[config.mk]
export PLATFORM = sky130hd
export DESIGN_NAME = selective_repeat_receiver_unit_flat
export DESIGN_NICKNAME = d
export VERILOG_FILES = /design/src/sv/srr_pkg.sv /design/src/sv/srr_frame_if.sv /design/src/sv/srr_result_if.sv /design/src/sv/selective_repeat_receiver_unit.sv /design/src/flat_wrapper.sv
export SDC_FILE = /design/constraint.sdc
export NUM_CORES = 1
export LEC_CHECK = 0
export ABC_AREA = 1
export BUFFER_PORTS_ARGS = -buffer_cell sky130_fd_sc_hd__buf_2
export CORE_MARGIN = 4
export CORE_UTILIZATION = 45
export DETAILED_ROUTE_END_ITERATION = 12
export PLACE_DENSITY = 0.74
export REMOVE_ABC_BUFFERS = 1
export SYNTH_ARGS = -nofsm -noshare
export SYNTH_HDL_FRONTEND = slang
export SYNTH_SLANG_ARGS = --single-unit
[constraint.sdc]
create_clock -name clk -period 3.41 [get_ports clk]
set_input_delay 0.5115 -clock clk [delete_from_list [all_inputs] [get_ports clk]]
set_output_delay 0.5115 -clock clk [all_outputs]
set_load 0.01 [all_outputs]
[src/sv/srr_pkg.sv]
`timescale 1ns / 1ps

package srr_pkg;

    // Sequence number space
    localparam int SEQ_W = 16;

    // Held-frame buffer
    localparam int BUFFER_DEPTH = 32;
    localparam int SLOT_W = $clog2(BUFFER_DEPTH);

    // Upper bound on words produced by one frame
    localparam int MAX_RESULTS = 32;
    localparam int CNT_W = $clog2(MAX_RESULTS + 1);

    // Expected frame number after reset
    localparam logic [SEQ_W-1:0] EXPECTED_INIT = SEQ_W'(1);

    // Map a sequence number onto its buffer slot
    function automatic logic [SLOT_W-1:0] slot_of(input logic [SEQ_W-1:0] seq);
        return SLOT_W'(seq % BUFFER_DEPTH);
    endfunction

endpackage

[src/sv/srr_frame_if.sv]
`timescale 1ns / 1ps

interface srr_frame_if;
    logic                     valid;
    logic                     ready;
    logic [srr_pkg::SEQ_W-1:0] frame_number;

    modport source (output valid, output frame_number, input ready);
    modport sink   (input valid, input frame_number, output ready);
endinterface

[src/sv/srr_result_if.sv]
`timescale 1ns / 1ps

interface srr_result_if;
    logic                     valid;
    logic                     ready;
    logic                     is_nak;
    logic [srr_pkg::SEQ_W-1:0] ack_number;
    logic                     last;

    modport source (output valid, output is_nak, output ack_number, output last, input ready);
    modport sink   (input valid, input is_nak, input ack_number, input last, output ready);
endinterface

[src/sv/selective_repeat_receiver_unit.sv]
`timescale 1ns / 1ps

// Selective repeat ARQ receiver. Each word on frame carries the sequence number of
// one arriving data frame; each word on result is an ACK or a NAK, with last set on
// the final word caused by that frame. The held-frame bitmap lives in a one-port-
// write, one-port-read synchronous memory with a registered read. After reset the
// block clears that memory and takes no frame meanwhile. A frame behind the expected
// one is taken and gives no word, an early frame gives a NAK, an in-order frame gives
// its ACK and then one ACK for every held frame drained after it (up to 31 more), the
// drain being paced by the single read of the memory per cycle while result takes
// each word. A stall on result holds the drain. One finished word waits in the output
// register while the next frame is taken.
module selective_repeat_receiver_unit (
    input  logic          clk,
    input  logic          rst_n,
    srr_frame_if.sink     frame,
    srr_result_if.source  result
);

    typedef enum logic [1:0] {
        ST_CLEAR,
        ST_IDLE,
        ST_DRAIN,
        ST_NAK
    } state_t;

    // Control and output registers
    state_t                        state_reg,      state_next;
    logic [srr_pkg::SEQ_W-1:0]     expected_reg,   expected_next;
    logic [srr_pkg::SEQ_W-1:0]     pend_reg,       pend_next;
    logic [srr_pkg::CNT_W-1:0]     cnt_reg,        cnt_next;
    logic [srr_pkg::SLOT_W-1:0]    clr_cnt_reg,    clr_cnt_next;
    logic                          out_valid_reg,  out_valid_next;
    logic                          out_nak_reg,    out_nak_next;
    logic [srr_pkg::SEQ_W-1:0]     out_num_reg,    out_num_next;
    logic                          out_last_reg,   out_last_next;

    // Held-frame memory
    logic                          held_mem [srr_pkg::BUFFER_DEPTH];
    logic                          held_rd_reg;
    logic                          wr_en;
    logic [srr_pkg::SLOT_W-1:0]    wr_addr;
    logic                          wr_data;
    logic [srr_pkg::SLOT_W-1:0]    rd_addr;

    logic [srr_pkg::SEQ_W-1:0]     distance;
    logic [srr_pkg::SEQ_W-1:0]     frame_succ;
    logic [srr_pkg::SEQ_W-1:0]     expected_succ;
    logic                          frame_ready;
    logic                          accept;
    logic                          out_free;
    logic                          drain_more;

    assign distance      = frame.frame_number - expected_reg;
    assign frame_succ    = frame.frame_number + srr_pkg::SEQ_W'(1);
    assign expected_succ = expected_reg + srr_pkg::SEQ_W'(1);
    assign frame_ready   = (state_reg == ST_IDLE);
    assign accept        = frame.valid && frame_ready;
    assign out_free      = !out_valid_reg || result.ready;
    assign drain_more    = held_rd_reg && (cnt_reg < srr_pkg::CNT_W'(srr_pkg::MAX_RESULTS));

    // Next-state and memory access decode
    always_comb
    begin
        state_next     = state_reg;
        expected_next  = expected_reg;
        pend_next      = pend_reg;
        cnt_next       = cnt_reg;
        clr_cnt_next   = clr_cnt_reg;
        out_valid_next = out_valid_reg && !result.ready;
        out_nak_next   = out_nak_reg;
        out_num_next   = out_num_reg;
        out_last_next  = out_last_reg;
        wr_en          = 1'b0;
        wr_addr        = srr_pkg::slot_of(expected_reg);
        wr_data        = 1'b0;
        rd_addr        = srr_pkg::slot_of(expected_reg);

        case (state_reg)
            ST_CLEAR:
            begin
                // Sweep the memory to zero, one entry a cycle
                wr_en        = 1'b1;
                wr_addr      = clr_cnt_reg;
                wr_data      = 1'b0;
                clr_cnt_next = clr_cnt_reg + srr_pkg::SLOT_W'(1);
                if (clr_cnt_reg == srr_pkg::SLOT_W'(srr_pkg::BUFFER_DEPTH - 1))
                begin
                    state_next = ST_IDLE;
                end
            end
            ST_IDLE:
            begin
                if (accept)
                begin
                    if (distance == '0)
                    begin
                        // In order: clear its slot, advance, fetch the next held bit
                        wr_en         = 1'b1;
                        wr_addr       = srr_pkg::slot_of(frame.frame_number);
                        wr_data       = 1'b0;
                        rd_addr       = srr_pkg::slot_of(frame_succ);
                        pend_next     = frame.frame_number;
                        expected_next = frame_succ;
                        cnt_next      = srr_pkg::CNT_W'(1);
                        state_next    = ST_DRAIN;
                    end
                    else if (!distance[srr_pkg::SEQ_W-1])
                    begin
                        // Ahead: mark it held if it fits the buffer, then NAK
                        if (distance < srr_pkg::SEQ_W'(srr_pkg::BUFFER_DEPTH))
                        begin
                            wr_en   = 1'b1;
                            wr_addr = srr_pkg::slot_of(frame.frame_number);
                            wr_data = 1'b1;
                        end
                        pend_next  = expected_reg;
                        state_next = ST_NAK;
                    end
                end
            end
            ST_DRAIN:
            begin
                // Emit the pending ACK; carry on while the next frame is held
                if (out_free)
                begin
                    out_valid_next = 1'b1;
                    out_nak_next   = 1'b0;
                    out_num_next   = pend_reg;
                    out_last_next  = !drain_more;
                    if (drain_more)
                    begin
                        wr_en         = 1'b1;
                        wr_addr       = srr_pkg::slot_of(expected_reg);
                        wr_data       = 1'b0;
                        rd_addr       = srr_pkg::slot_of(expected_succ);
                        pend_next     = expected_reg;
                        expected_next = expected_succ;
                        cnt_next      = cnt_reg + srr_pkg::CNT_W'(1);
                    end
                    else
                    begin
                        state_next = ST_IDLE;
                    end
                end
            end
            ST_NAK:
            begin
                // Request the expected frame again
                if (out_free)
                begin
                    out_valid_next = 1'b1;
                    out_nak_next   = 1'b1;
                    out_num_next   = pend_reg;
                    out_last_next  = 1'b1;
                    state_next     = ST_IDLE;
                end
            end
            default:
            begin
                state_next = ST_IDLE;
            end
        endcase
    end

    // Hold state and registered outputs
    always_ff @(posedge clk or negedge rst_n)
    begin
        if (!rst_n)
        begin
            state_reg     <= ST_CLEAR;
            expected_reg  <= srr_pkg::EXPECTED_INIT;
            cnt_reg       <= '0;
            clr_cnt_reg   <= '0;
            out_valid_reg <= 1'b0;
        end
        else
        begin
            state_reg     <= state_next;
            expected_reg  <= expected_next;
            cnt_reg       <= cnt_next;
            clr_cnt_reg   <= clr_cnt_next;
            out_valid_reg <= out_valid_next;
        end
    end

    // Payload registers
    always_ff @(posedge clk)
    begin
        pend_reg     <= pend_next;
        out_nak_reg  <= out_nak_next;
        out_num_reg  <= out_num_next;
        out_last_reg <= out_last_next;
    end

    // Held-frame memory: one write, one registered read per cycle
    always_ff @(posedge clk)
    begin
        if (wr_en)
        begin
            held_mem[wr_addr] <= wr_data;
        end
        held_rd_reg <= held_mem[rd_addr];
    end

    assign frame.ready       = frame_ready;
    assign result.valid      = out_valid_reg;
    assign result.is_nak     = out_nak_reg;
    assign result.ack_number = out_num_reg;
    assign result.last       = out_last_reg;

endmodule

[src/flat_wrapper.sv]
// flat-port wrapper written by rule: the top's interface ports become plain ports
module selective_repeat_receiver_unit_flat 
  (clk, rst_n, frame_valid, frame_frame_number, frame_ready, result_valid, result_is_nak, result_ack_number, result_last, result_ready);
  srr_frame_if frame_i ();
  srr_result_if result_i ();
  input  logic clk;
  input  logic rst_n;
  input wire logic [$bits(frame_i.valid)-1:0] frame_valid;
  input wire logic [$bits(frame_i.frame_number)-1:0] frame_frame_number;
  output wire logic [$bits(frame_i.ready)-1:0] frame_ready;
  output wire logic [$bits(result_i.valid)-1:0] result_valid;
  output wire logic [$bits(result_i.is_nak)-1:0] result_is_nak;
  output wire logic [$bits(result_i.ack_number)-1:0] result_ack_number;
  output wire logic [$bits(result_i.last)-1:0] result_last;
  input wire logic [$bits(result_i.ready)-1:0] result_ready;
  assign frame_i.valid = frame_valid;
  assign frame_i.frame_number = frame_frame_number;
  assign frame_ready = frame_i.ready;
  assign result_valid = result_i.valid;
  assign result_is_nak = result_i.is_nak;
  assign result_ack_number = result_i.ack_number;
  assign result_last = result_i.last;
  assign result_i.ready = result_ready;
  selective_repeat_receiver_unit u_core (.clk(clk), .rst_n(rst_n), .frame(frame_i), .result(result_i));
endmodule
======== Yosys cells after proc, flatten, opt, wreduce, memory -nomap -nowiden ========
Memory sizes are Yosys's and may differ from the RTL's. A register that Yosys moved wholly into a read port is not among the register bits.
Index checks and enable logic that the tools add are counted.
word-level totals
  bits in registers ....................... 64
  RAM bits ................................ 32
  input port bits ......................... 20
  output and inout bits ................... 20
  logic and storage cells ................. 99
  memories ................................ 1
operators by class
  add/subtract/negate cells ............... 5
  magnitude comparators ................... 2
  equal/unequal tests ..................... 12
  multiplexer cells ....................... 53
  reduce and logical (&&, ||, !) cells .... 17
memory list
  name             depth  width  read ports  clocked after memory_dff  wr ports  RTL line                              source
  u_core.held_mem  32     1      1           1                         1         selective_repeat_receiver_unit.sv:39  logic held_mem [srr_pkg::BUFFER_DEPTH];
operators by type and width
  kind                     number
  $mux W16                 9
  $pmux W16 S2             2
  $mux W5                  8
  $add A16 B1 Y16 const B  2
  $mux W6                  4
  $pmux W5 S2              2
  $logic_not A16 Y1        1
  $lt A16 B6 Y1 const B    1
  $mux W1                  16
  $sub A16 B16 Y16         1
  $mux W2                  7
  $pmux W6 S2              1
  $reduce_and A5 Y1        2
  $ne A2 B1 Y1 const B     4
  $pmux W2 S4              1
  $add A6 B1 Y6 const B    1
  $lt A6 B6 Y1 const B     1
  $ne A2 B2 Y1 const B     3
  $reduce_and A6 Y1        1
  $add A5 B1 Y5 const B    1
  $eq A5 B5 Y1 const B     1
  $eq A2 B2 Y1 const B     2
  $pmux W1 S2              2
  $reduce_bool A2 Y1       2
  other kinds (10)         14

======== Logic depth before layout (Yosys ltp) ========
  word-level depth ........................ 9
  depth in mapped cells ................... 28
  depth with buffers taken out ............ 28

======== Least setup slack after synthesis ========
No wires, ideal clock.
  kind .................................... flip-flop to flip-flop
  start point ............................. register u_core.expected_reg[4] in the netlist's numbering
  end point ............................... memory u_core.held_mem[0] (data pin)
  library setup time ...................... 0.351 ns
  data arrival time ....................... 2.910 ns
  required time ........................... 3.059 ns
  slack ................................... 0.149 ns
  cell stages (with the launch flop) ...... 16
  path buffers ............................ 0
  clock period less this slack ............ 3.261 ns
  cells stage by stage .................... dfrtp_1 > clkinv_1 > ha_1 > nand2_1 > inv_2 > a21oi_1 > nand2_1 > nand2_1 > nand2_1 > nand2_1 > nand3_1 > nor2_4 > nand3_2 > nor2_1 > inv_1 > nor2_1
between the ends
  word-level cells in the longest chain between the ends .. 7
  elaborated cells between the ends (all ways) .. 8
  classes of those cells .................. add/sub: 1; order compare: 1; mux: 5; reduce/logical: 1
RTL lines
  element                 RTL line                               source
  start, declared         selective_repeat_receiver_unit.sv:29   logic [srr_pkg::SEQ_W-1:0] expected_reg, expected_next;
  start signal, assigned  selective_repeat_receiver_unit.sv:172  expected_reg <= srr_pkg::EXPECTED_INIT;
  start signal, assigned  selective_repeat_receiver_unit.sv:180  expected_reg <= expected_next;
  $sub A16 B16 Y16 *      selective_repeat_receiver_unit.sv:54   assign distance = frame.frame_number - expected_reg;
  $lt A16 B6 Y1           selective_repeat_receiver_unit.sv:111  if (distance < srr_pkg::SEQ_W'(srr_pkg::BUFFER_DEPTH))
  $mux W1                 selective_repeat_receiver_unit.sv:111
  $mux W1                 selective_repeat_receiver_unit.sv:108  else if (!distance[srr_pkg::SEQ_W-1])
  $mux W1 *               selective_repeat_receiver_unit.sv:96   if (distance == '0)
  $mux W1 *               selective_repeat_receiver_unit.sv:94   if (accept)
  $mux W1 *               n/a
  net u_core.wr_data      selective_repeat_receiver_unit.sv:43   logic wr_data;
  end, declared           selective_repeat_receiver_unit.sv:39
The timed path passes the listed nets; every way through them passes the cells marked *.

======== Worst setup path after layout ========
  start point ............................. register u_core.expected_reg[8] in the netlist's numbering
  end point ............................... memory u_core.held_mem[25] (enable)
between the ends
  word-level cells in the longest chain between the ends .. 9
  elaborated cells between the ends (all ways) .. 15
  classes of those cells .................. add/sub: 1; order compare: 1; mux: 12; reduce/logical: 1
RTL lines
  element                        RTL line                               source
  $sub A16 B16 Y16 *             selective_repeat_receiver_unit.sv:54
  $lt A16 B6 Y1                  selective_repeat_receiver_unit.sv:111
  $mux W1                        selective_repeat_receiver_unit.sv:111
  $mux W1                        selective_repeat_receiver_unit.sv:108
  $mux W1                        selective_repeat_receiver_unit.sv:96
  $mux W1                        selective_repeat_receiver_unit.sv:94
  $pmux W1 S3                    selective_repeat_receiver_unit.sv:79   case (state_reg)
  $mux W1                        selective_repeat_receiver_unit.sv:199  if (wr_en)
  $mux W1 (implied by the code)  selective_repeat_receiver_unit.sv:201  held_mem[wr_addr] <= wr_data;
Mark *: on every way between the ends. The rest lies on a longest branch, timed or not.

==> out/metrics.cfg <==
[run_status]
run_status = finished clean

[floorplanning]
core_area_sq_um = 13830
start_util_pct = 45.79
dieArea_sq_um = 16030
ios = 40
dieWidth_um = 126.6
die_y_um = 126.6
rows = 43

[power]
p_leak_uw = 0.003631
ir_drop_mv = 0.3450
total_power_uw = 6423
power.density_nw_per_um2 = 835.9

[timing]
hold_ws_ns = 0.2377
fin_skew_ns = 0.006755
fmax_ghz = 0.3153
period_share_pct = 93.00
setup_ws_ns = 0.2387
fin_crit_ns = 3.171
slew_headroom_pct = 48.10
setup_viol = 0
setup_tns_ns = 0
worst_pin_slew_ns = 0.7785
slew_viol_final = 0
final_hold_viol_count = 0

[clock_tree]
path_clk_slew_ns = 0.07
cts_buffer_depth = 2
cts_max_level = 3
insertion_delay_ns = 0.35
ctsHoldBuffers = 0
cts_tree = done
cts_buffers = 9
cts_root_buf = clkbuf_16
cts.sinks = 97

[final_layout]
synthToLayoutAreaGrowth_pct = 21.36
largest_reg_flops = 32
layout.area.seq_sq_um = 2754
postLayoutCoreUtil_pct = 55.57
final.fill_count = 1209
nets = 975
drive_gt1_share_pct = 19.23
num_antenna_cells = 0
multi_input_area_sq_um = 3226
largest-register = u_core.held_mem

[flow_run]
cap_viol_max_count = 0

[yosys]
synthArstFlopShare_pct = 30.93
synth_top_area_share_pct = 31.30
avgSynthCellArea_sq_um = 7.619
seq_area_frac_synth_pct = 43.50
yosys.area.top_type = edfxtp_1
synth.ff_latch_count = 97
synth_common_cells = nand2_1, inv_1, nor2_1
yosys-top-cells-area = edfxtp_1, nand2_1, dfrtp_1
yosys_warnings = 0
syn-instance-count = 831
synthFlopType = edfxtp_1
synth_area_sq_um = 6331
yosysMostFrequentCell = nand2_1
yosysUniqueCellTypes = 46
synth_edf_count = 66

[drt]
vias_per_cell = 5.265
drtIter0Drc = 543
vias = 5876
drtAntennaViolNets = 0
wl_mm = 16.48
firstDrtPassIters = 5
remaining_drc_errors = 0
wl_per_cell_um = 14.77

[worst_setup_path]
path_buf_inv = 3
max_stage_delay_ns = 0.41
path_common_cell = nand2_1
worst-path-max-fanout = 8
worstSetupEndpointType = flop
start_kind = flop
rrSetupSlack_ns = 0.24
path_delay_family = simple AND/OR/NAND/NOR gates
worstSetupPathType = flop to flop
path_cells = inv_1, ha_4, nand2_1, inv_1, nand2_1, nand2_1, a21oi_1, nand2_1, nand2_1, nand3_1, nor2_4, buf_4, nand3_4, nand2_2, nand2_1, o211ai_1, nand2_1, a31oi_2, nand2_2, nor2_1
worstPathArrival_ns = 3.22
critPathRequiredTime_ns = 3.46
cp_slowest_cell = dfrtp_1

[global_routing]
grt_pass1_vias = 5389
grt_max_degree = 33
grt_usage_pct = 20.28
antenna_found_initial = 0
grt_overflow_total = 0
grt_pass1_wl_mm = 26.44

[hold_path]
hp-class = primary input to asynchronous set/reset pin

[place]
hpwl_mm = 12.16
io_buffers = 39
place_congestion = 0.9482
post-place-ws_ns = -0.1298

==> layer usage <==
layer | part of all wire [%] | GRT usage [%]
met1 | 45 | 30.40
met2 | 45 | 31.13
met3 | 8.4 | 3.032
met4 | 1.5 | 4.669
met5 | 0 | 0
==> cell families after synthesis <==
group	after synthesis	synth area share, %
flip-flops	97	43.50
AO/OA/AOI/OAI	113	9.941
adder cells (fa/ha/maj)	24	4.743
multiplexers	2	0.3557
buffers and inverters	146	8.854
XOR/XNOR	23	3.182
AND/OR/NAND/NOR	426	29.43
==> where the power goes <==
part           internal [uW]  total (uW)  switching (uW)
Sequential              1670        1800             135
Combinational           1370        3600            2230
Clock                    533        1020             484
Total                   3580        6420            2850
==> worst register-to-register path, cell delays in order, from the launching register on <==
cell and delay, ns:
dfrtp_1 0.41, inv_1 0.17, ha_4 0.25, nand2_1 0.10, inv_1 0.07, nand2_1 0.06, nand2_1 0.07, a21oi_1 0.19
nand2_1 0.07, nand2_1 0.06, nand3_1 0.11, nor2_4 0.17, buf_4 0.15, nand3_4 0.08, nand2_2 0.07, nand2_1 0.05
o211ai_1 0.08, nand2_1 0.12, a31oi_2 0.24, nand2_2 0.18, nor2_1 0.20
==> area by class of cell <==
cell class              count  area share, %
multi-input cells         588          41.98
well taps                 180          2.931
flip-flops and latches     97          35.84
repair buffers            106          9.086
inverters                 129          6.302
clock inverters             6         0.7491
clock buffers              10          3.110
==> through the flow <==
stage / area, sq um / std cells
2_1_floorplan: 6255 / 814
3_3_place_gp: 7126 / 1093
3_5_place_dp: 7126 / 1093
4_1_cts: 7422 / 1109
5_1_grt: 7684 / 1116
6_report: 7684 / 1116
==> placed cells by master, fill, tap and decap left out, drive strengths merged, types with 8 or more instances in the layout <==
cell    count
nand2     224
inv       131
buf       106
nor2       90
nand3      76
edfxtp     66
o21ai      50
a21oi      37
dfrtp      29
ha         24
xor2       19
nor3       13
clkbuf     10
nand4       8
==> repair_timing <==
action,4_1_cts,5_1_grt
endpoints found under the setup margin,1,45
pin swaps,0,3
resized for setup,0,34
buffers inserted,0,7
==> final timing paths <==
path	startpoint	endpoint	cells past startpoint
worst max-delay path	u_core.expected_reg[8]$_DFFE_PN0P_	u_core.held_mem[25]$_DFFE_PP_	20
worst min-delay path	rst_n	u_core.clr_cnt_reg[2]$_DFFE_PN0P_	1
worst max register to register	u_core.expected_reg[8]$_DFFE_PN0P_	u_core.held_mem[25]$_DFFE_PP_	20
worst min register to register	u_core.pend_reg[9]$_DFFE_PP_	u_core.result.ack_number[9]$_DFFE_PP_	0
max in group asynchronous	rst_n	u_core.state_reg[1]$_DFFE_PN0P_	1
min in group clk	u_core.pend_reg[9]$_DFFE_PP_	u_core.result.ack_number[9]$_DFFE_PP_	0
(Power assumes the default switching activity.)
